File: src/hdl/median_filter_4x4_unit_defines.svh
// Assertion macros shared by the median filter RTL.
`ifndef MEDIAN_FILTER_4X4_UNIT_DEFINES_SVH
`define MEDIAN_FILTER_4X4_UNIT_DEFINES_SVH

// Same-cycle implication, checked out of reset.
`define MEDF_ASSERT_NOW(lbl, ante, cons, msg) \
  lbl: assert property (@(posedge clk_i) disable iff (!rst_ni) (ante) |-> (cons)) \
    else $error(msg);

// Next-cycle implication, checked out of reset.
`define MEDF_ASSERT_NEXT(lbl, ante, cons, msg) \
  lbl: assert property (@(posedge clk_i) disable iff (!rst_ni) (ante) |=> (cons)) \
    else $error(msg);

`endif

File: src/hdl/medf_pkg.sv
// Shared types and constants of the median filter.
package medf_pkg;

  localparam int PIX_W = 8;
  localparam int DIM_W = 12;
  localparam int CFG_IDX_W = 1;

  localparam logic CMD_PIXEL = 1'b0;
  localparam logic CMD_FLUSH = 1'b1;

  localparam logic [CFG_IDX_W-1:0] REG_WIDTH  = 1'b0;
  localparam logic [CFG_IDX_W-1:0] REG_HEIGHT = 1'b1;

  localparam logic [DIM_W-1:0] WIDTH_RST  = 12'd256;
  localparam logic [DIM_W-1:0] HEIGHT_RST = 12'd720;

  // Per-word control decided at accept time.
  typedef struct packed {
    logic is_pix;
    logic emit;
    logic interior;
    logic last;
  } medf_ctl_t;

endpackage

File: src/hdl/medf_pick.sv
// Picks the window element whose sorted position equals SEL.
module medf_pick #(
  parameter int N   = 16,
  parameter int SEL = 8
) (
  input  logic [N-1:0][N-1:0]               ahead_i,
  input  logic [N-1:0][medf_pkg::PIX_W-1:0] vals_i,
  output logic [medf_pkg::PIX_W-1:0]        med_o
);

  localparam int RW = $clog2(N + 1);

  logic [RW-1:0] rank [N];

  always_comb begin
    med_o = '0;
    for (int i = 0; i < N; i++) begin
      rank[i] = '0;
      for (int j = 0; j < N; j++) begin
        rank[i] = rank[i] + RW'(ahead_i[i][j]);
      end
      if (rank[i] == RW'(SEL)) begin
        med_o = med_o | vals_i[i];
      end
    end
  end

endmodule

File: config.mk
export PLATFORM = sky130hd
export DESIGN_NAME = medf_pick
export DESIGN_NICKNAME = d
export VERILOG_FILES = /design/src/hdl/median_filter_4x4_unit_defines.svh /design/src/hdl/medf_pkg.sv /design/src/hdl/medf_pick.sv
export SDC_FILE = /design/constraint.sdc
export NUM_CORES = 1
export LEC_CHECK = 0
export BUFFER_PORTS_ARGS = -buffer_cell sky130_fd_sc_hd__buf_2
export CAP_MARGIN = 10
export CORE_AREA = 2 2 154 156
export DETAILED_ROUTE_END_ITERATION = 10
export DIE_AREA = 0 0 156 158
export SETUP_SLACK_MARGIN = 0.1
export SLEW_MARGIN = 20
export SYNTH_ARGS = -nofsm -noshare
export SYNTH_HDL_FRONTEND = slang
export SYNTH_SLANG_ARGS = --single-unit
File: constraint.sdc
create_clock -name vclk -period 10.6
set_clock_uncertainty 0.2 [all_clocks]
set_input_delay 0 -clock vclk [all_inputs]
set_output_delay 0 -clock vclk [all_outputs]
set_load 0.01 [all_outputs]
==> summary.log <==
qor: status.run_status finished, final reports clean
qor: worst_hold_path.min_delay_worst_endpoint med_o[2]
qor: sta.fin_worst_hold_slack 0.1366 ns
qor: placement.io_buffer_count 392
qor: setup_path.critPathMostFrequentCell sky130_fd_sc_hd__fa_1
qor: sta.slew_viol_final 0
qor: yosys.post_synth_inst_count 693
qor: placement.post_dp_hpwl 22320 um
qor: grt.grt_pass1_wl 34380 um
qor: finish.numSequentialCells 0
qor: sta.achievable-frequency 196.0 MHz
qor: die.core_area 0.02305 mm^2
qor: finish.final_layout_size_suffix_gt1_share 38.43%
qor: setup_path.critical_path.cell_chain buf_2 > fa_1 > inv_1 > fa_1 > inv_1 > fa_1 > inv_1 > fa_1 > inv_1 > ha_1 > fa_1 > nor4b_1 > a311oi_2 > nor4_2 > a22o_1 > a221oi_1 > nand4_1 > buf_2
qor: finish.final_net_count 1711
qor: sta.max-slew-margin-rel 26.79%
qor: clock_tree.post_cts_hold_buffer_count 0
qor: sta.final_min_period_over_clock_period 48.12%
qor: setup_path.path_buf_inv 6
qor: grt.grt_antenna_before_repair 10
qor: yosys.post_synth_instance_area 0.006694 mm^2
qor: die.placementRows 56
qor: yosys.synthesis.nets 1317
qor: yosys.sequential_area_share_after_synthesis 0%
qor: yosys.post_synth_main_area_contributors sky130_fd_sc_hd__fa_1 48%, sky130_fd_sc_hd__inv_1 15%, sky130_fd_sc_hd__ha_1 15%
qor: setup_path.worstSetupStartpointType input port
qor: drt.drt_pass1_iterations 4
qor: setup_path.critPathRequiredTime 10.40 ns
qor: finish.layout.area.seq 0 um^2
qor: clock_tree.post_cts_resize_count 0
qor: setup_path.cp_max_fo 7
qor: drt.antenna_left 0
qor: grt.grt_start_max_net_pins 9
qor: worst_hold_path.min_path_type in2out
qor: clock_tree.cts.repair_timing.setup_buffer_count 0
qor: worst_hold_path.hp-start vals_i[50]
qor: pwr.vdd.ir_drop.worst 0.09956 mV
qor: drt.drt_drc_violations_left 0
qor: drt.vias 6228
qor: yosys.synthDistinctLibCells 41
qor: worst_hold_path.min_delay_path_depth 4
qor: grt.gr_overflow_total 0
qor: die.pin_count 392
qor: sta.rsz0062_at_grt no
qor: yosys.synthTopCellsByCount 271 x sky130_fd_sc_hd__inv_1, 160 x sky130_fd_sc_hd__fa_1, 80 x sky130_fd_sc_hd__ha_1, 30 x sky130_fd_sc_hd__a22o_1, 27 x sky130_fd_sc_hd__a221oi_1
qor: pwr.powerDensity 172.2 mW/mm^2
qor: job.number_of_max_capacitance_violations_reported 0
qor: drt.drt-initial-drc-count 211
qor: drt.route.detailed.wl_per_inst 17.07 um
qor: grt.grt_usage 18.53%
qor: setup_path.cpPeakStageDelay 0.73 ns
qor: drt.vias_per_cell 4.507
qor: yosys.synthDominantAreaCellType sky130_fd_sc_hd__fa_1
qor: setup_path.end_kind primary output
qor: sta.tightest_slew 1.089 ns
qor: yosys.synthDominantCellAreaShare 47.85%
qor: placement.gp_congestion 0.8459
qor: pwr.static-leakage-power 5.191 nW
qor: setup_path.critPathTopFamily adder cells
qor: yosys.post_synth.cell_area_avg 9.659 um^2
qor: sta.setup_total_negative_slack 0 ns
qor: die.die_outline_width 156 um
qor: sta.setup-violations-final 0
qor: die.dieArea 0.02465 mm^2
qor: yosys.synth_warnings 0
qor: yosys.synth.most_common_cell sky130_fd_sc_hd__inv_1
qor: die.start_util 29.04%
qor: setup_path.worstPathArrival 4.90 ns
qor: drt.sum_of_routed_wire_length_over_all_layers 23590 um
qor: die.floorplan.die.height 158 um
qor: finish.synthToLayoutAreaGrowth 35.53%
qor: setup_path.criticalPathCategory in2out
qor: sta.final_hold_violations 0
qor: grt.number_of_global_route_vias_before_repair 6471
qor: sta.final.min_clock_period 5.101 ns
qor: finish.nClkBuffers 0
qor: setup_path.critical_path.slowest_cell sky130_fd_sc_hd__nor4_2
## final cells by class
type,instances,area [um^2]
Fill cell,2365,13980
Multi-Input combinational cell,418,5683
Timing Repair Buffer,396,1992
Inverter,271,1017
Tap cell,290,362.8
Antenna cell,7,17.52
## kinds of logic (layout without fill, tap and decap cells)
| logic type | Yosys count | after routing | synth area share, % |
|---|---|---|---|
| compound gates | 96 | 96 | 12.99 |
| buf+inv | 275 | 667 | 15.46 |
| fa+ha+maj | 240 | 240 | 62.80 |
| simple gates | 72 | 72 | 7.439 |
| xor+xnor | 10 | 10 | 1.308 |
| other cells | 0 | 7 | 0 |
## routing by layer
layer	track usage, %	part of all wire [%]
met3	2.765	7.0
met2	35.50	53
met4	4.543	2.6
met5	0	0.22
met1	21.63	37
## metrics by stage
step | total power, mW | setup WS [ns] | cell area, um^2 | std cells | util, %
detailed placement | 1.578 | 5.569 | 9055 | 1375 | 39.28
floorplan | 1.091 | 6.317 | 6694 | 693 | -
global placement | 1.531 | 5.653 | 9050 | 1375 | 39.26
global route | 1.809 | 5.301 | 9065 | 1379 | 39.32
CTS | 1.589 | 5.579 | 9055 | 1375 | 39.28
finish | 1.562 | 5.499 | 9072 | 1382 | 39.36
## how the worst max path moves through the flow
stage,slack [ns],cells after the start,to,from
2_1_floorplan,6.32,16,med_o[0],ahead_i[27]
3_3_place_gp,5.65,18,med_o[0],ahead_i[219]
3_5_place_dp,5.57,18,med_o[0],ahead_i[219]
4_1_cts,5.58,18,med_o[0],ahead_i[27]
5_1_grt,5.30,18,med_o[4],ahead_i[27]
6_report,5.50,18,med_o[0],ahead_i[27]
## placed cells by master, fill, tap and decap left out, types with 5 or more instances in the layout
cell type                     n
sky130_fd_sc_hd__ha_1        80
sky130_fd_sc_hd__xnor2_1      5
sky130_fd_sc_hd__buf_2      392
sky130_fd_sc_hd__a221oi_1    27
sky130_fd_sc_hd__a22o_1      30
sky130_fd_sc_hd__a2111oi_0    5
sky130_fd_sc_hd__nor2_1      17
sky130_fd_sc_hd__fa_1       160
sky130_fd_sc_hd__nor4_2       8
sky130_fd_sc_hd__a2111oi_2    5
sky130_fd_sc_hd__inv_1      271
sky130_fd_sc_hd__diode_2      7
sky130_fd_sc_hd__nand4_1      8
sky130_fd_sc_hd__nor4b_1      6
sky130_fd_sc_hd__xor2_1       5
sky130_fd_sc_hd__nand3_1      5
sky130_fd_sc_hd__or4b_1       5
sky130_fd_sc_hd__nand2_1      5
sky130_fd_sc_hd__a2bb2oi_1    5
## where the power goes
group,internal [mW],switching (mW),total [mW]
sequential,0,0,0
combinational,0.687,0.875,1.56
clock,0.0000000885,0,0.0000000886
total,0.687,0.875,1.56
Note: power is estimated with default switching activity, not from simulation.
