===== src/hdl/median_filter_4x4_unit_defines.svh =====
// Assertion macros shared by the median filter RTL.
`ifndef MEDIAN_FILTER_4X4_UNIT_DEFINES_SVH
`define MEDIAN_FILTER_4X4_UNIT_DEFINES_SVH

// Same-cycle implication, checked out of reset.
`define MEDF_ASSERT_NOW(lbl, ante, cons, msg) \
  lbl: assert property (@(posedge clk_i) disable iff (!rst_ni) (ante) |-> (cons)) \
    else $error(msg);

// Next-cycle implication, checked out of reset.
`define MEDF_ASSERT_NEXT(lbl, ante, cons, msg) \
  lbl: assert property (@(posedge clk_i) disable iff (!rst_ni) (ante) |=> (cons)) \
    else $error(msg);

`endif


===== src/hdl/medf_pkg.sv =====
// Shared types and constants of the median filter.
package medf_pkg;

  localparam int PIX_W = 8;
  localparam int DIM_W = 12;
  localparam int CFG_IDX_W = 1;

  localparam logic CMD_PIXEL = 1'b0;
  localparam logic CMD_FLUSH = 1'b1;

  localparam logic [CFG_IDX_W-1:0] REG_WIDTH  = 1'b0;
  localparam logic [CFG_IDX_W-1:0] REG_HEIGHT = 1'b1;

  localparam logic [DIM_W-1:0] WIDTH_RST  = 12'd256;
  localparam logic [DIM_W-1:0] HEIGHT_RST = 12'd720;

  // Per-word control decided at accept time.
  typedef struct packed {
    logic is_pix;
    logic emit;
    logic interior;
    logic last;
  } medf_ctl_t;

endpackage


===== src/hdl/medf_rank.sv =====
// Pairwise order matrix of the window: bit [i][j] set when j sorts ahead of i.
module medf_rank #(
  parameter int N = 16
) (
  input  logic [N-1:0][medf_pkg::PIX_W-1:0] vals_i,
  output logic [N-1:0][N-1:0]               ahead_o
);

  always_comb begin
    for (int i = 0; i < N; i++) begin
      for (int j = 0; j < N; j++) begin
        ahead_o[i][j] = (j != i) &&
                        ((vals_i[j] < vals_i[i]) || ((vals_i[j] == vals_i[i]) && (j < i)));
      end
    end
  end

endmodule


===== config.mk =====
export PLATFORM = sky130hd
export DESIGN_NAME = medf_rank
export DESIGN_NICKNAME = d
export VERILOG_FILES = /design/src/hdl/median_filter_4x4_unit_defines.svh /design/src/hdl/medf_pkg.sv /design/src/hdl/medf_rank.sv
export SDC_FILE = /design/constraint.sdc
export NUM_CORES = 1
export LEC_CHECK = 0
export ABC_AREA = 1
export ABC_CLOCK_PERIOD_IN_PS = 1600
export BUFFER_PORTS_ARGS = -buffer_cell sky130_fd_sc_hd__buf_4
export CAP_MARGIN = 20
export CORE_ASPECT_RATIO = 0.5
export CORE_MARGIN = 2
export CORE_UTILIZATION = 30
export DETAILED_ROUTE_END_ITERATION = 8
export SETUP_SLACK_MARGIN = 0.05
export SLEW_MARGIN = 10
export SYNTH_ARGS = -nofsm -noshare
export SYNTH_HDL_FRONTEND = slang
export SYNTH_SLANG_ARGS = --single-unit
export TNS_END_PERCENT = 30

===== constraint.sdc =====
create_clock -name vclk -period 1.6
set_input_delay 0.24 -clock vclk [all_inputs]
set_output_delay 0.24 -clock vclk [all_outputs]
set_load 0.05 [all_outputs]

==> reports/metrics.yaml, run 1 <==
grt_setup_unrepaired: "true"
drive_above_1_share_pct: 41.0
grt_pass1_vias: 29000
instances_no_fill: 5675
die_x_um: 412
num_vias: 30100
clkbuf_count: 0
antenna_left: 0
port_buffers: 368
antenna_found_initial: 2
final-seq-area_um2: 0
synth_area_um2: 24900
initial_core_util_pct: 30.4
worst_slack_ns: -0.381
grt.total_usage_pct: 28.1
required_ns: 1.36
cap_violations: 0
post-route-util_pct: 50.3
coreArea_um2: 81900
pin_count: 384
drc: 0
crit_path_end_kind: "output port"
path_class: "primary input to output port"
place_congestion: 0.955
whs_path_depth: 6
cp-start-kind: "primary input"
final_hold_viol_count: 0
layout_common_cells: "nand2_1 (888), ha_1 (715), inv_1 (482), buf_4 (421), ha_4 (245)"
rows: 74
grt_overflow: 0
arrival_ns: 1.74
startpoint: "vals_i[50]"
postSynthAreaPerCell_um2: 6.67
fin_nets: 5660
fillers: 7465
ys_warn_count: 0
dieArea_um2: 85500
hold-path-endpoint: "ahead_o[109]"
die_h_um: 208
drt_iter0_markers: 1954
ir_drop_mv: 0.362
setup_violations: 240
synth_seq_area_share_pct: 0
grt_max_degree: 16
p_leak_nw: 21.4
violations: "setup timing"
viasPerCell: 5.30
grt_pass1_wl_um: 181000
totalWireLength_um: 129000
final_common_cell: "nand2_1"
n_sequential_cell: 0
placed_cells_incl_taps: 5597
synth_cell_types: 17
wire_per_inst_um: 22.7
syn_to_final_growth_pct: 65.4
min_path_type: "primary input to output port"
fmax_ghz: 0.505
post-route-period-util_pct: 124
hpwlAfterDp_um: 96500
worstHoldStart: "vals_i[106]"
drt_first_pass_iters: 5
period_needed_ns: 1.98
dpl_cell_area_um2: 34900
finalMaxSlewViolations: 0
status: "finished, violations left"
crit_fanout: 6
fin_area_um2: 41200
power_density_nw_per_um2: 423
cts_hold_buffers: 0
synthCells: 3739
## power breakdown
| group | leakage, nW | switching, mW | internal, mW |
|---|---|---|---|
| registers | 0 | 0 | 0 |
| clock network | 0.0000190 | 0 | 0.000000132 |
| logic | 21.4 | 10.6 | 6.81 |
| total | 21.4 | 10.6 | 6.81 |
## layout make-up
type	count	area [um^2]	share of cell area, %
diodes	3	7.51	0.0182
inverters	602	2460	5.96
well taps	1102	1380	3.34
multi-input cells	3136	27700	67.2
repair buffers	832	9670	23.5
## how the worst max path moves through the flow
stage | endpoint | slack (ns) | depth (start not counted)
after floorplan | ahead_o[244] | -0.08 | 8
after global placement | ahead_o[132] | -0.44 | 12
after detailed placement | ahead_o[210] | -0.40 | 10
after CTS | ahead_o[40] | -0.34 | 11
after global routing | ahead_o[40] | -0.42 | 11
final | ahead_o[38] | -0.38 | 12
## layer usage
metal,vias up,routed length [um],track usage (%)
met4,0,9450,15.0
met3,474,9250,3.01
met2,1304,59200,47.6
li1,14200,-,-
met1,14200,50900,34.8
met5,-,0,0
## worst max-delay path: stages
cell        delay [ns]
buf_8             0.08
clkinvlp_4        0.13
buf_12            0.16
clkbuf_16         0.19
ha_4              0.28
nand2_2           0.04
inv_2             0.05
nand2_1           0.04
nand2_1           0.07
nand2_2           0.08
a21oi_4           0.19
buf_6             0.18
## stage by stage
| step | setup TNS [ns] | power (mW) | hold WS [ns] | setup WS, ns |
|---|---|---|---|---|
| final | -64.91 | 17.4 | 1.07 | -0.381 |
| after floorplan | -8.65 | 8.97 | 0.784 | -0.0838 |
| after global routing | -78.71 | 18.6 | 1.09 | -0.421 |
| after CTS | -63.63 | 15.9 | 1.07 | -0.342 |
| after detailed placement | -72.23 | 14.7 | 1.12 | -0.404 |
| after global placement | -68.58 | 14.4 | 1.12 | -0.442 |
## timing repair
action                                  4_1_cts  5_1_grt
setup buffers                                25       44
endpoints found under the setup margin      240      240
gates resized for setup                     492      538
cloned                                        3        6
pin swaps                                   134      211
## cell usage after synthesis
library cell	n	share of area, %
nand2_1	1071	16
ha_1	960	48
inv_1	600	9.0
a21oi_1	239	4.8
nor2_1	166	2.5
nor2_2	157	3.9
a21oi_2	121	4.3
nand4_1	120	3.0
a21o_1	74	2.2
nand3_1	46	0.92
nor3_1	46	0.92
o21ai_1	46	0.92
nand2_2	37	0.93
nor2_4	37	1.7
buf_4	16	0.48
inv_2	2	0.030
conb_1	1	0.015
## logic make-up after synthesis
group | synth area share [%]
adder cells (fa/ha/maj) | 48.2
AO/OA/AOI/OAI | 12.2
other | 0.0150
AND/OR/NAND/NOR | 30.0
buffers and inverters | 9.55
(Power assumes the default switching activity.)
==> run 2, diff against run 1 <==
--- a/config.mk
+++ b/config.mk
@@ -5,7 +5,6 @@
 export SDC_FILE = /design/constraint.sdc
 export NUM_CORES = 1
 export LEC_CHECK = 0
-export ABC_AREA = 1
 export ABC_CLOCK_PERIOD_IN_PS = 1600
 export BUFFER_PORTS_ARGS = -buffer_cell sky130_fd_sc_hd__buf_4
 export CAP_MARGIN = 20
==> run 2 against run 1 <==
  * Design area shrank 9.3%
  * Count of clock-buffer cells in the layout unchanged
  * Area after synthesis decreased by 7.0%
  * Die area is 6.9% lower
  * Non-clock buffer count fell by 39
  * Critical endpoint is now ahead_o[74]
  * The flow still finishes with violations (setup timing)
  * First-iteration DRC count increased by 1.4%
  * Critical path depth is 4 lower
  * Via count fell by 11%
  * Maximum frequency down 4.9%
==> reports/metrics.yaml, run 2 <==
crit_path_end_kind: "output port"
clkbuf_count: 0  # unchanged
top_layer: "met4"
synth_top_family_by_area: "adder cells"
grt_max_degree: 16  # unchanged
cts_hold_buffers: 0  # unchanged
cap_violations: 0  # unchanged
arrival_ns: 1.84  # +0.10 ns
ir_drop_mv: 0.370  # +2.0%
drt_first_pass_iters: 5  # unchanged
final-seq-area_um2: 0  # unchanged
totalWireLength_um: 122000  # -5.4%
required_ns: 1.36  # about the same
rows: 71  # -4.1%
synth_top_area_share_pct: 51.8  # +3.6 points
n_sequential_cell: 0  # unchanged
final_common_cell: "ha_1"
ys_top_cells_by_area: "ha_1 (52%), a21oi_1 (8.8%), nor2b_4 (7.1%)"
path_class: "primary input to output port"
grt_overflow: 0  # unchanged
synthSimpleGateAreaFrac_pct: 19.5  # -10 points
cp-start-kind: "primary input"
post-route-period-util_pct: 130  # +6.4 points
grt_pass1_wl_um: 170000  # -5.7%
grt.total_usage_pct: 28.6  # +0.48 points
synth_area_leader_cell: "ha_1"
synth.most_common_cell: "ha_1"
grt_pass1_vias: 26500  # -8.6%
drc: 0  # unchanged
crit_fanout: 7  # +1
fin_nets: 4586  # -19%
grt_setup_unrepaired: "true"
layout_common_cells: "ha_1 (795), buf_4 (444), a21oi_1 (296), nand2_1 (195), nand4_1 (194)"
port_buffers: 368  # unchanged
worst_slack_ns: -0.484  # -0.103 ns
viasPerCell: 5.90  # +11%
antenna_left: 0  # unchanged
dieArea_um2: 79600  # -6.9%
synthMuxAreaShare_pct: 0  # unchanged
synth_area_um2: 23200  # -7.0%
met2_wirelength_um: 55900  # -5.7%
finalSetupTns_ns: -80.93  # -16.02 ns
min_path_type: "primary input to output port"
initial_core_util_pct: 30.6  # +0.16 points
wl_met1_um: 47900  # -5.8%
wl_met3_um: 8000  # -14%
antenna_found_initial: 1  # -1
hpwlAfterDp_um: 94100  # -2.5%
place_congestion: 0.959  # +0.38%
wire_per_inst_um: 27.0  # +19%
drive_above_1_share_pct: 48.3  # +7.3 points
synth_seq_area_share_pct: 0  # unchanged
ys_warn_count: 0  # unchanged
synthAdderAreaFrac_pct: 51.8  # +3.6 points
pin_count: 384  # unchanged
period_needed_ns: 2.08  # +0.103 ns
postSynthAreaPerCell_um2: 8.57  # +29%
status: "finished, violations left"
synth_xor_area_share_pct: 0  # unchanged
finalMaxSlewViolations: 0  # unchanged
synth_cell_types: 17  # unchanged
die_h_um: 201  # -3.5%
final_hold_viol_count: 0  # unchanged
synth-compound-area-share_pct: 26.1  # +14 points
synthCells: 2704  # -28%
syn_to_final_growth_pct: 61.4
setup_violations: 240  # unchanged
violations: "setup timing"
power_density_nw_per_um2: 451  # +6.8%
drt_iter0_markers: 1982  # +1.4%
synth_common_cells: "ha_1 (960), a21oi_1 (406), nand2_1 (212)"
fmax_ghz: 0.480  # -4.9%
diodes: 0  # -3
fin_hold_ws_ns: 1.05  # -0.0117 ns
place_ws_ns: -0.585  # -0.181 ns
die_x_um: 397  # -3.5%
p_leak_nw: 17.0  # -21%
coreArea_um2: 75800  # -7.5%
num_vias: 26700  # -11%
[run 2: changes by cell type after synthesis, sizes merged, moves of 120 or more]
| cell | before | now |
|---|---|---|
| a21oi | 360 | 480 |
| nand2 | 1108 | 212 |
| inv | 602 | 121 |
| nor2b | 0 | 120 |
| nor2 | 360 | 46 |
| o211ai | 0 | 120 |
| o21ai | 46 | 194 |
[run 2: what timing repair did]
| item | CTS | global route |
|---|---|---|
| gates cloned | 0 | 1 |
| pin swaps | 152 | 138 |
| buffers inserted | 16 | 23 |
| resized for setup | 455 | 359 |
| setup endpoints to repair | 240 | 240 |
[run 2: worst paths after layout]
kind | from | to | slack (ns) | cells after the start
setup / recovery | vals_i[86] | ahead_o[74] | -0.48 | 8
hold / removal | vals_i[107] | ahead_o[109] | 1.05 | 6
[run 2: layout make-up]
type	instances	area (um^2)
well taps	1022	1280
multi-input cells	2582	26900
repair buffers	793	8650
fillers	6756	38400
inverters	121	597
[run 2: cell families after synthesis]
| kind of cell | Yosys count |
|---|---|
| AND/OR/NAND/NOR | 692 |
| adder cells (fa/ha/maj) | 960 |
| other | 1 |
| AO/OA/AOI/OAI | 914 |
| buffers and inverters | 137 |
[run 2: worst max-delay path, stage by stage]
cell	delay, ns
buf_8	0.09
clkinvlp_4	0.25
buf_12	0.25
ha_4	0.27
nand2_1	0.04
o21ai_1	0.34
o21a_4	0.21
buf_8	0.14
[run 2: layer usage]
layer | track usage [%] | up-vias
li1 | - | 12100
met1 | 34.5 | 13000
met2 | 47.7 | 1127
met3 | 3.35 | 450
met4 | 19.3 | 0
met5 | 0 | -
[run 2: power breakdown]
group          total, mW  internal, mW  leakage [nW]  switching, mW
clock network          0             0             0              0
registers              0             0             0              0
logic               16.9          6.88          17.0           10.0
total               16.9          6.88          17.0           10.0
[run 2: stage by stage]
stage | std cells | power, mW | util (%) | area, um^2
2_1_floorplan | 2719 | 9.10 | - | 24800
5_1_grt | 4518 | 17.8 | 49.4 | 37400
3_3_place_gp | 4479 | 14.4 | 43.5 | 33000
3_5_place_dp | 4479 | 14.8 | 43.5 | 33000
6_report | 4518 | 16.9 | 49.4 | 37400
4_1_cts | 4495 | 15.7 | 46.6 | 35300
