==> src/hdl/median_filter_4x4_unit_defines.svh <==
// Assertion macros shared by the median filter RTL.
`ifndef MEDIAN_FILTER_4X4_UNIT_DEFINES_SVH
`define MEDIAN_FILTER_4X4_UNIT_DEFINES_SVH

// Same-cycle implication, checked out of reset.
`define MEDF_ASSERT_NOW(lbl, ante, cons, msg) \
  lbl: assert property (@(posedge clk_i) disable iff (!rst_ni) (ante) |-> (cons)) \
    else $error(msg);

// Next-cycle implication, checked out of reset.
`define MEDF_ASSERT_NEXT(lbl, ante, cons, msg) \
  lbl: assert property (@(posedge clk_i) disable iff (!rst_ni) (ante) |=> (cons)) \
    else $error(msg);

`endif

==> src/hdl/medf_pkg.sv <==
// Shared types and constants of the median filter.
package medf_pkg;

  localparam int PIX_W = 8;
  localparam int DIM_W = 12;
  localparam int CFG_IDX_W = 1;

  localparam logic CMD_PIXEL = 1'b0;
  localparam logic CMD_FLUSH = 1'b1;

  localparam logic [CFG_IDX_W-1:0] REG_WIDTH  = 1'b0;
  localparam logic [CFG_IDX_W-1:0] REG_HEIGHT = 1'b1;

  localparam logic [DIM_W-1:0] WIDTH_RST  = 12'd256;
  localparam logic [DIM_W-1:0] HEIGHT_RST = 12'd720;

  // Per-word control decided at accept time.
  typedef struct packed {
    logic is_pix;
    logic emit;
    logic interior;
    logic last;
  } medf_ctl_t;

endpackage

==> src/hdl/medf_seq.sv <==
// Stream sequencer: config registers, raster counters and output decision.
module medf_seq #(
  parameter int MAX_WIDTH = 2048,
  parameter int KSIZE     = 4
) (
  input  logic                            clk_i,
  input  logic                            rst_ni,
  input  logic                            acc_i,
  input  logic                            cmd_i,
  input  logic                            cfg_we_i,
  input  logic [medf_pkg::CFG_IDX_W-1:0]  cfg_idx_i,
  input  logic [medf_pkg::DIM_W-1:0]      cfg_data_i,
  output medf_pkg::medf_ctl_t             ctl_o,
  output logic [((KSIZE>2)?$clog2(KSIZE-1):1)-1:0] wr_slot_o,
  output logic [$clog2(MAX_WIDTH)-1:0]    wr_col_o,
  output logic [((KSIZE>2)?$clog2(KSIZE-1):1)-1:0] pt_slot_o,
  output logic [$clog2(MAX_WIDTH)-1:0]    pt_col_o,
  output logic                            busy_o
);

  localparam int NROWS = KSIZE - 1;
  localparam int DLY   = KSIZE - 2;
  localparam int SW    = (NROWS > 1) ? $clog2(NROWS) : 1;
  localparam int CW    = $clog2(MAX_WIDTH);
  localparam int DW    = medf_pkg::DIM_W;
  localparam int EW    = DW + 2;
  localparam int MIN_DIM = ((KSIZE + 2) > 6) ? (KSIZE + 2) : 6;
  localparam int PW    = $clog2(DLY * MAX_WIDTH + KSIZE + 1) + 1;
  localparam int OW    = DW + CW;   // linear output index
  localparam int XW    = OW + 1;
  localparam int RW    = DW + 2;    // divider remainder
  localparam int NW    = $clog2(OW + 1);

  logic [DW-1:0] fw_q, fh_q, row_q, row_d;
  logic [OW-1:0] orow_q, orow_d, oidx_q, oidx_d;
  logic [CW-1:0] col_q, col_d, ocol_q, ocol_d;
  logic [SW-1:0] slot_q, slot_d, oslot_q, oslot_d;
  logic [PW-1:0] pend_q, pend_d;

  logic [DW-1:0] w_c, h_c;
  logic [OW-1:0] orow_b, oidx_b;
  logic [CW-1:0] ocol_b;
  logic [SW-1:0] oslot_b;
  logic [PW-1:0] pend_b, dly_c;
  logic          fs, is_pix, emit, last, interior;

  // width change: re-derive output row/col/slot from the linear index
  logic          busy_q, busy_d, wr_w, div_done;
  logic [OW-1:0] dq_q, dq_d;
  logic [RW-1:0] rem_q, rem_d, rem_t;
  logic [SW-1:0] m_q, m_d;
  logic [SW:0]   m_t;
  logic [NW-1:0] cnt_q, cnt_d;

  always_comb begin
    if (fw_q < DW'(MIN_DIM)) begin
      w_c = DW'(MIN_DIM);
    end else if (EW'(fw_q) > EW'(MAX_WIDTH)) begin
      w_c = DW'(MAX_WIDTH);
    end else begin
      w_c = fw_q;
    end
    h_c = (fh_q < DW'(MIN_DIM)) ? DW'(MIN_DIM) : fh_q;
    dly_c = PW'(PW'(DLY) * PW'(w_c)) + PW'(DLY);

    fs     = (row_q == '0) && (col_q == '0);
    is_pix = (cmd_i == medf_pkg::CMD_PIXEL);

    // a source word at frame start drops whatever the last frame left
    if (is_pix && fs) begin
      pend_b  = '0;
      orow_b  = '0;
      ocol_b  = '0;
      oslot_b = '0;
      oidx_b  = '0;
    end else begin
      pend_b  = pend_q;
      orow_b  = orow_q;
      ocol_b  = ocol_q;
      oslot_b = oslot_q;
      oidx_b  = oidx_q;
    end

    emit = is_pix ? (pend_b >= dly_c) : (fs && (pend_q != '0));

    interior = (orow_b != '0) && (XW'(orow_b) + XW'(KSIZE) < XW'(h_c)) &&
               (ocol_b != '0) && (EW'(ocol_b) + EW'(KSIZE) < EW'(w_c));
    // row can sit past the frame after a size change
    last = (XW'(orow_b) >= XW'(h_c)) ||
           ((XW'(orow_b) + XW'(1) == XW'(h_c)) && (EW'(ocol_b) + EW'(1) >= EW'(w_c)));

    // input raster
    row_d  = row_q;
    col_d  = col_q;
    slot_d = slot_q;
    if (is_pix) begin
      if (EW'(col_q) + EW'(1) >= EW'(w_c)) begin
        col_d = '0;
        if (EW'(row_q) + EW'(1) >= EW'(h_c)) begin
          row_d  = '0;
          slot_d = '0;
        end else begin
          row_d  = row_q + DW'(1);
          slot_d = (slot_q == SW'(NROWS - 1)) ? '0 : slot_q + SW'(1);
        end
      end else begin
        col_d = col_q + CW'(1);
      end
    end

    // output raster
    orow_d  = orow_b;
    ocol_d  = ocol_b;
    oslot_d = oslot_b;
    oidx_d  = oidx_b;
    if (emit) begin
      if (last) begin
        orow_d  = '0;
        ocol_d  = '0;
        oslot_d = '0;
        oidx_d  = '0;
      end else if (EW'(ocol_b) + EW'(1) >= EW'(w_c)) begin
        ocol_d  = '0;
        orow_d  = orow_b + OW'(1);
        oslot_d = (oslot_b == SW'(NROWS - 1)) ? '0 : oslot_b + SW'(1);
        oidx_d  = oidx_b + OW'(1);
      end else begin
        ocol_d = ocol_b + CW'(1);
        oidx_d = oidx_b + OW'(1);
      end
    end

    if (is_pix) begin
      pend_d = emit ? pend_b : pend_b + PW'(1);
    end else begin
      pend_d = emit ? pend_q - PW'(1) : pend_q;
    end
  end

  // restoring divider, one quotient bit per cycle; quotient mod NROWS on the fly
  always_comb begin
    wr_w   = cfg_we_i && (cfg_idx_i == medf_pkg::REG_WIDTH);
    busy_d = busy_q;
    cnt_d  = cnt_q;
    dq_d   = dq_q;
    rem_d  = rem_q;
    m_d    = m_q;
    rem_t  = '0;
    m_t    = '0;
    if (wr_w) begin
      busy_d = 1'b1;
      cnt_d  = NW'(OW);
      dq_d   = acc_i ? oidx_d : oidx_q;
      rem_d  = '0;
      m_d    = '0;
    end else if (busy_q) begin
      rem_t = {rem_q[RW-2:0], dq_q[OW-1]};
      dq_d  = {dq_q[OW-2:0], 1'b0};
      if (rem_t >= RW'(w_c)) begin
        rem_t   = rem_t - RW'(w_c);
        dq_d[0] = 1'b1;
      end
      m_t = {m_q, dq_d[0]};
      if (m_t >= (SW+1)'(NROWS)) begin
        m_t = m_t - (SW+1)'(NROWS);
      end
      rem_d = rem_t;
      m_d   = m_t[SW-1:0];
      cnt_d = cnt_q - NW'(1);
      if (cnt_q == NW'(1)) begin
        busy_d = 1'b0;
      end
    end
    div_done = busy_q && !wr_w && (cnt_q == NW'(1));
  end

  always_ff @(posedge clk_i or negedge rst_ni) begin
    if (!rst_ni) begin
      fw_q    <= medf_pkg::WIDTH_RST;
      fh_q    <= medf_pkg::HEIGHT_RST;
      row_q   <= '0;
      col_q   <= '0;
      slot_q  <= '0;
      orow_q  <= '0;
      ocol_q  <= '0;
      oslot_q <= '0;
      oidx_q  <= '0;
      pend_q  <= '0;
      busy_q  <= 1'b0;
      cnt_q   <= '0;
      dq_q    <= '0;
      rem_q   <= '0;
      m_q     <= '0;
    end else begin
      if (cfg_we_i) begin
        case (cfg_idx_i)
          medf_pkg::REG_WIDTH:  fw_q <= cfg_data_i;
          medf_pkg::REG_HEIGHT: fh_q <= cfg_data_i;
          default: ;
        endcase
      end
      busy_q <= busy_d;
      cnt_q  <= cnt_d;
      dq_q   <= dq_d;
      rem_q  <= rem_d;
      m_q    <= m_d;
      if (acc_i) begin
        row_q   <= row_d;
        col_q   <= col_d;
        slot_q  <= slot_d;
        orow_q  <= orow_d;
        ocol_q  <= ocol_d;
        oslot_q <= oslot_d;
        oidx_q  <= oidx_d;
        pend_q  <= pend_d;
      end else if (div_done) begin
        orow_q  <= dq_d;
        ocol_q  <= rem_d[CW-1:0];
        oslot_q <= m_d;
      end
    end
  end

  assign ctl_o.is_pix   = is_pix;
  assign ctl_o.emit     = emit;
  assign ctl_o.interior = interior;
  assign ctl_o.last     = last;
  assign wr_slot_o      = slot_q;
  assign wr_col_o       = col_q;
  assign pt_slot_o      = oslot_b;
  assign pt_col_o       = ocol_b;
  assign busy_o         = busy_q;

endmodule

==> config.mk <==
export PLATFORM = sky130hd
export DESIGN_NAME = medf_seq
export DESIGN_NICKNAME = d
export VERILOG_FILES = /design/src/hdl/median_filter_4x4_unit_defines.svh /design/src/hdl/medf_pkg.sv /design/src/hdl/medf_seq.sv
export SDC_FILE = /design/constraint.sdc
export NUM_CORES = 1
export LEC_CHECK = 0
export BUFFER_PORTS_ARGS = -buffer_cell sky130_fd_sc_hd__clkbuf_2
export CAP_MARGIN = 20
export CORE_AREA = 2 2 150 152
export CTS_CLUSTER_DIAMETER = 150
export DETAILED_ROUTE_END_ITERATION = 16
export DIE_AREA = 0 0 152 154
export PLACE_DENSITY = 0.81
export SYNTH_ARGS = -nofsm -noshare
export SYNTH_HDL_FRONTEND = slang
export SYNTH_SLANG_ARGS = --single-unit
==> constraint.sdc <==
create_clock -name clk_i -period 10.6 [get_ports clk_i]
set_input_delay 2.65 -clock clk_i [delete_from_list [all_inputs] [get_ports clk_i]]
set_output_delay 2.65 -clock clk_i [all_outputs]
set_load 0.05 [all_outputs]
==> impl_results.md <==
* Setup ws final at ~1200 ps
* Slew Limit Fails at 0
* P per Cell Area at about 230 nW/um^2
* Cts bufs inserted at 17
* H-tree depth at 4
* Post_cts resized at 0
* Final setup viols at 0
* Fin nets at about 1.8k
* Clock root cell: clkbuf_16
* Layout Cells excl Fill at 1995
* Post-synthesis adder-cell area fraction at a little over a tenth
* CP Max Fanout at 19
* CP Cell Sequence: clkbuf_2 > or3_2 > nand2_1 > inv_1 > ha_1 > nand2_1 > or2_2 > nor2_1 > xnor2_1 > ha_1 > nand4_1 > o21ai_0 > a21oi_1 > a21oi_1 > o2bb2ai_1 > or4_4 > o31ai_4 > buf_12
* RD Place Congestion at 1.021
* Status: completed
* Total track usage at 35.71%
* Die Ht at roughly 150 um
* Mapped Nets at 1862
* Vias at approximately 13k
* Rows at between 50 and 60
* Flops & latches, synth at 166
* Final period util at about nine tenths
* Busiest grt layer: met2
* Hold WS at ~510 ps
* Main combinational cell family by area after synthesis: simple AND/OR/NAND/NOR gates
* XOR/XNOR share of the synthesized area at between 5 and 6%
* Setup bufs post-CTS at 0
* Post-synthesis sequential area ratio at between 30% and 40%
* Ant diodes at 0
* Syn Std Cell Area at 13780 um^2
* Final Hold Viols at 0
* Post-synth EDFFs at 0
* Crit path largest cell delay at between 700 and 800 ps
* Die area at approximately 23000 um^2
* # fillers at between 1.5k and 2k
* Setup Skew at between 20 and 30 ps
* Leak pwr at ~6.6 nW
* Kind of critical path: in -> out
* DP Area at between 10000 and 15000 um^2
* Clock-pin slew on the worst setup and hold paths at 80 ps
* Share of flip-flops with an asynchronous set or reset at 100.0%
* Core area at ~22000 um^2
* Slowest cell on the critical path: or3_2
* Post-synthesis compound-gate area fraction at between 10% and 20%
* Synth Area in Simple Gates at between 20% and 30%
* Routed WL at approximately 42 mm
* Area Growth Syn to Fin at 6.774%
* Drt pass-1 iters at 5
* Hold WC Path Type: reg -> reg
* Vias in the first global route at roughly 13k
* Post-detail-place hpwl at around 30 mm
* Longest Clk Path Bufs at 2
* Die Wd at 152 um
* M2 GR Usage at 57.38%
* Largest net degree at the start of global routing at 71
* Commonest cells after routing, fill and taps aside: nand2_1, dfrtp_1, nor2_1, o21ai_0, ha_1
* Predominant post-synthesis flop cell: dfrtp_1
* CTS tree: done
* Initial drt markers at roughly 1.3k
* Crit start category: input port
* Tightest Pin Transition at between 1000 and 1500 ps
* Placed insts at roughly 2.0k
* DRC viols at 0
* Max VDD drop at 0.0001577 V
* Crit path DAT at ~6700 ps
* Layout cells sized above 1 at approximately 8.3%
* I/O pin cnt at between 40 and 50
* Initial core utilization at a little under two thirds
* GRT overflow at 0
* RSZ-0062 raised after global routing: false
* Peak Freq at around 0.11 GHz
* Tot Pwr at between 3 and 4 mW
* GR Layer Usage met3 at 5.637%
* Setup crit end kind: primary output
* Clock Sinks at about 170
* Setup_tns at 0 ps
* GRT met1 Usage at a little under half
* Fraction of synthesized area in multiplexers at 3.968%
* Max-cap viol count at 0
* Average size of a mapped cell at approximately 8 um^2
* Post-Place Worst Slack at approximately 1300 ps
* Fin crit period at ~9400 ps
* Antenna Nets Post-Route at 0
* Hold_buf cts at 0
* Commonest non-fill, non-tap cell in the layout: nand2_1
* Slew headroom at roughly a quarter
* Initial antenna violation count at 0
* Total of warnings raised by yosys at 0
* Global-route wire length before repair at approximately 67 mm
* IO buf count at 48
* Routed len/inst at 21.12 um
* Worst Path Required at 7950 ps
* Fin util at 67.83%
* Synthesized instance count at between 1.5k and 2k
* Worst skew pair latency at 460 ps
* Yosys cell types at 76
* Design area at roughly 15000 um^2
* Via density per instance at approximately 6.6
[power breakdown]
| group | switching, mW | internal, mW | total, mW |
|---|---|---|---|
| Combinational | 1.13 | 0.671 | 1.80 |
| Sequential | 0.213 | 0.778 | 0.990 |
| Clock | 0.331 | 0.324 | 0.655 |
| Total | 1.67 | 1.77 | 3.45 |
[cells in the mapped netlist, types with 13 or more instances]
| cell type | n | area (um^2) |
|---|---|---|
| nand2_1 | 213 | 799.5 |
| dfrtp_1 | 161 | 4029 |
| nor2_1 | 131 | 491.7 |
| o21ai_0 | 122 | 610.6 |
| ha_1 | 113 | 1414 |
| a21oi_1 | 95 | 475.5 |
| clkbuf_1 | 94 | 352.8 |
| nand3_1 | 75 | 375.4 |
| nor3_1 | 64 | 320.3 |
| inv_1 | 60 | 225.2 |
| xnor2_1 | 55 | 481.7 |
| mux2i_1 | 40 | 400.4 |
| and2_1 | 37 | 231.5 |
| nand4_1 | 32 | 200.2 |
| xor2_1 | 32 | 280.3 |
| nor4_1 | 31 | 193.9 |
| a211oi_1 | 30 | 225.2 |
| and3_1 | 27 | 168.9 |
| a21o_1 | 24 | 180.2 |
| a31oi_1 | 19 | 118.9 |
| nand2b_1 | 17 | 106.4 |
| nor2b_1 | 17 | 106.4 |
| or3_1 | 17 | 106.4 |
| o21a_1 | 16 | 120.1 |
| o31ai_1 | 16 | 120.1 |
| a22o_1 | 15 | 131.4 |
| mux2_2 | 13 | 146.4 |
[flip-flops by register name, indices dropped and copies added (netlist names), 2 cells and up]
register / count
wr_slot_o: 2
ocol_q: 11
oidx_q: 23
rem_q: 13
row_q: 12
dq_q: 23
fh_q: 12
cnt_q: 5
m_q: 2
pend_q: 14
oslot_q: 2
fw_q: 12
orow_q: 23
wr_col_o: 11
[metal layers]
metal	wire length (um)	vias to the layer above
met5	0	-
met3	3582	97
met2	19200	622
met1	17550	6315
li1	-	6168
met4	1787	0
[cell type report]
class                   count  area, um^2  share of cell area [%]
multi-input cells        1382        8912                   60.58
flip-flops and latches    166        4161                   28.29
clock buffers              17       425.4                   2.892
repair buffers             70       424.2                   2.883
well taps                 280       350.3                   2.381
inverters                  65       244.0                   1.658
clock inverters            15       193.9                   1.318
[worst max-delay path: cells and delay by family]
family | cells | cell delay, ps
AOI/OAI and AO/OA | 5 | 1080
adders and majority gates | 2 | 580
xor gates and xnor gates | 1 | 130
buffers and inverters | 3 | 400
and+or+nand+nor | 7 | 1860
[cell families after synthesis]
group	after synthesis
simple gates	704
compound gates	422
buf+inv	182
flops	166
fa+ha+maj	114
xor+xnor	88
mux	53
other cells	1
[path summary, 6_finish.rpt]
check	from	end	slack, ps	cells past startpoint
setup / recovery	cmd_i	ctl_o[0]	1230	18
hold / removal	oidx_q[9]	oidx_q[9]	510	1
setup reg to reg	row_q[10]	orow_q[9]	3640	22
hold reg to reg	oidx_q[9]	oidx_q[9]	510	1
max in group asynchronous	rst_ni	fh_q[0]	6580	3
min in group asynchronous	rst_ni	wr_col_o[0]	2220	1
Power figures use the tool's default switching activity.
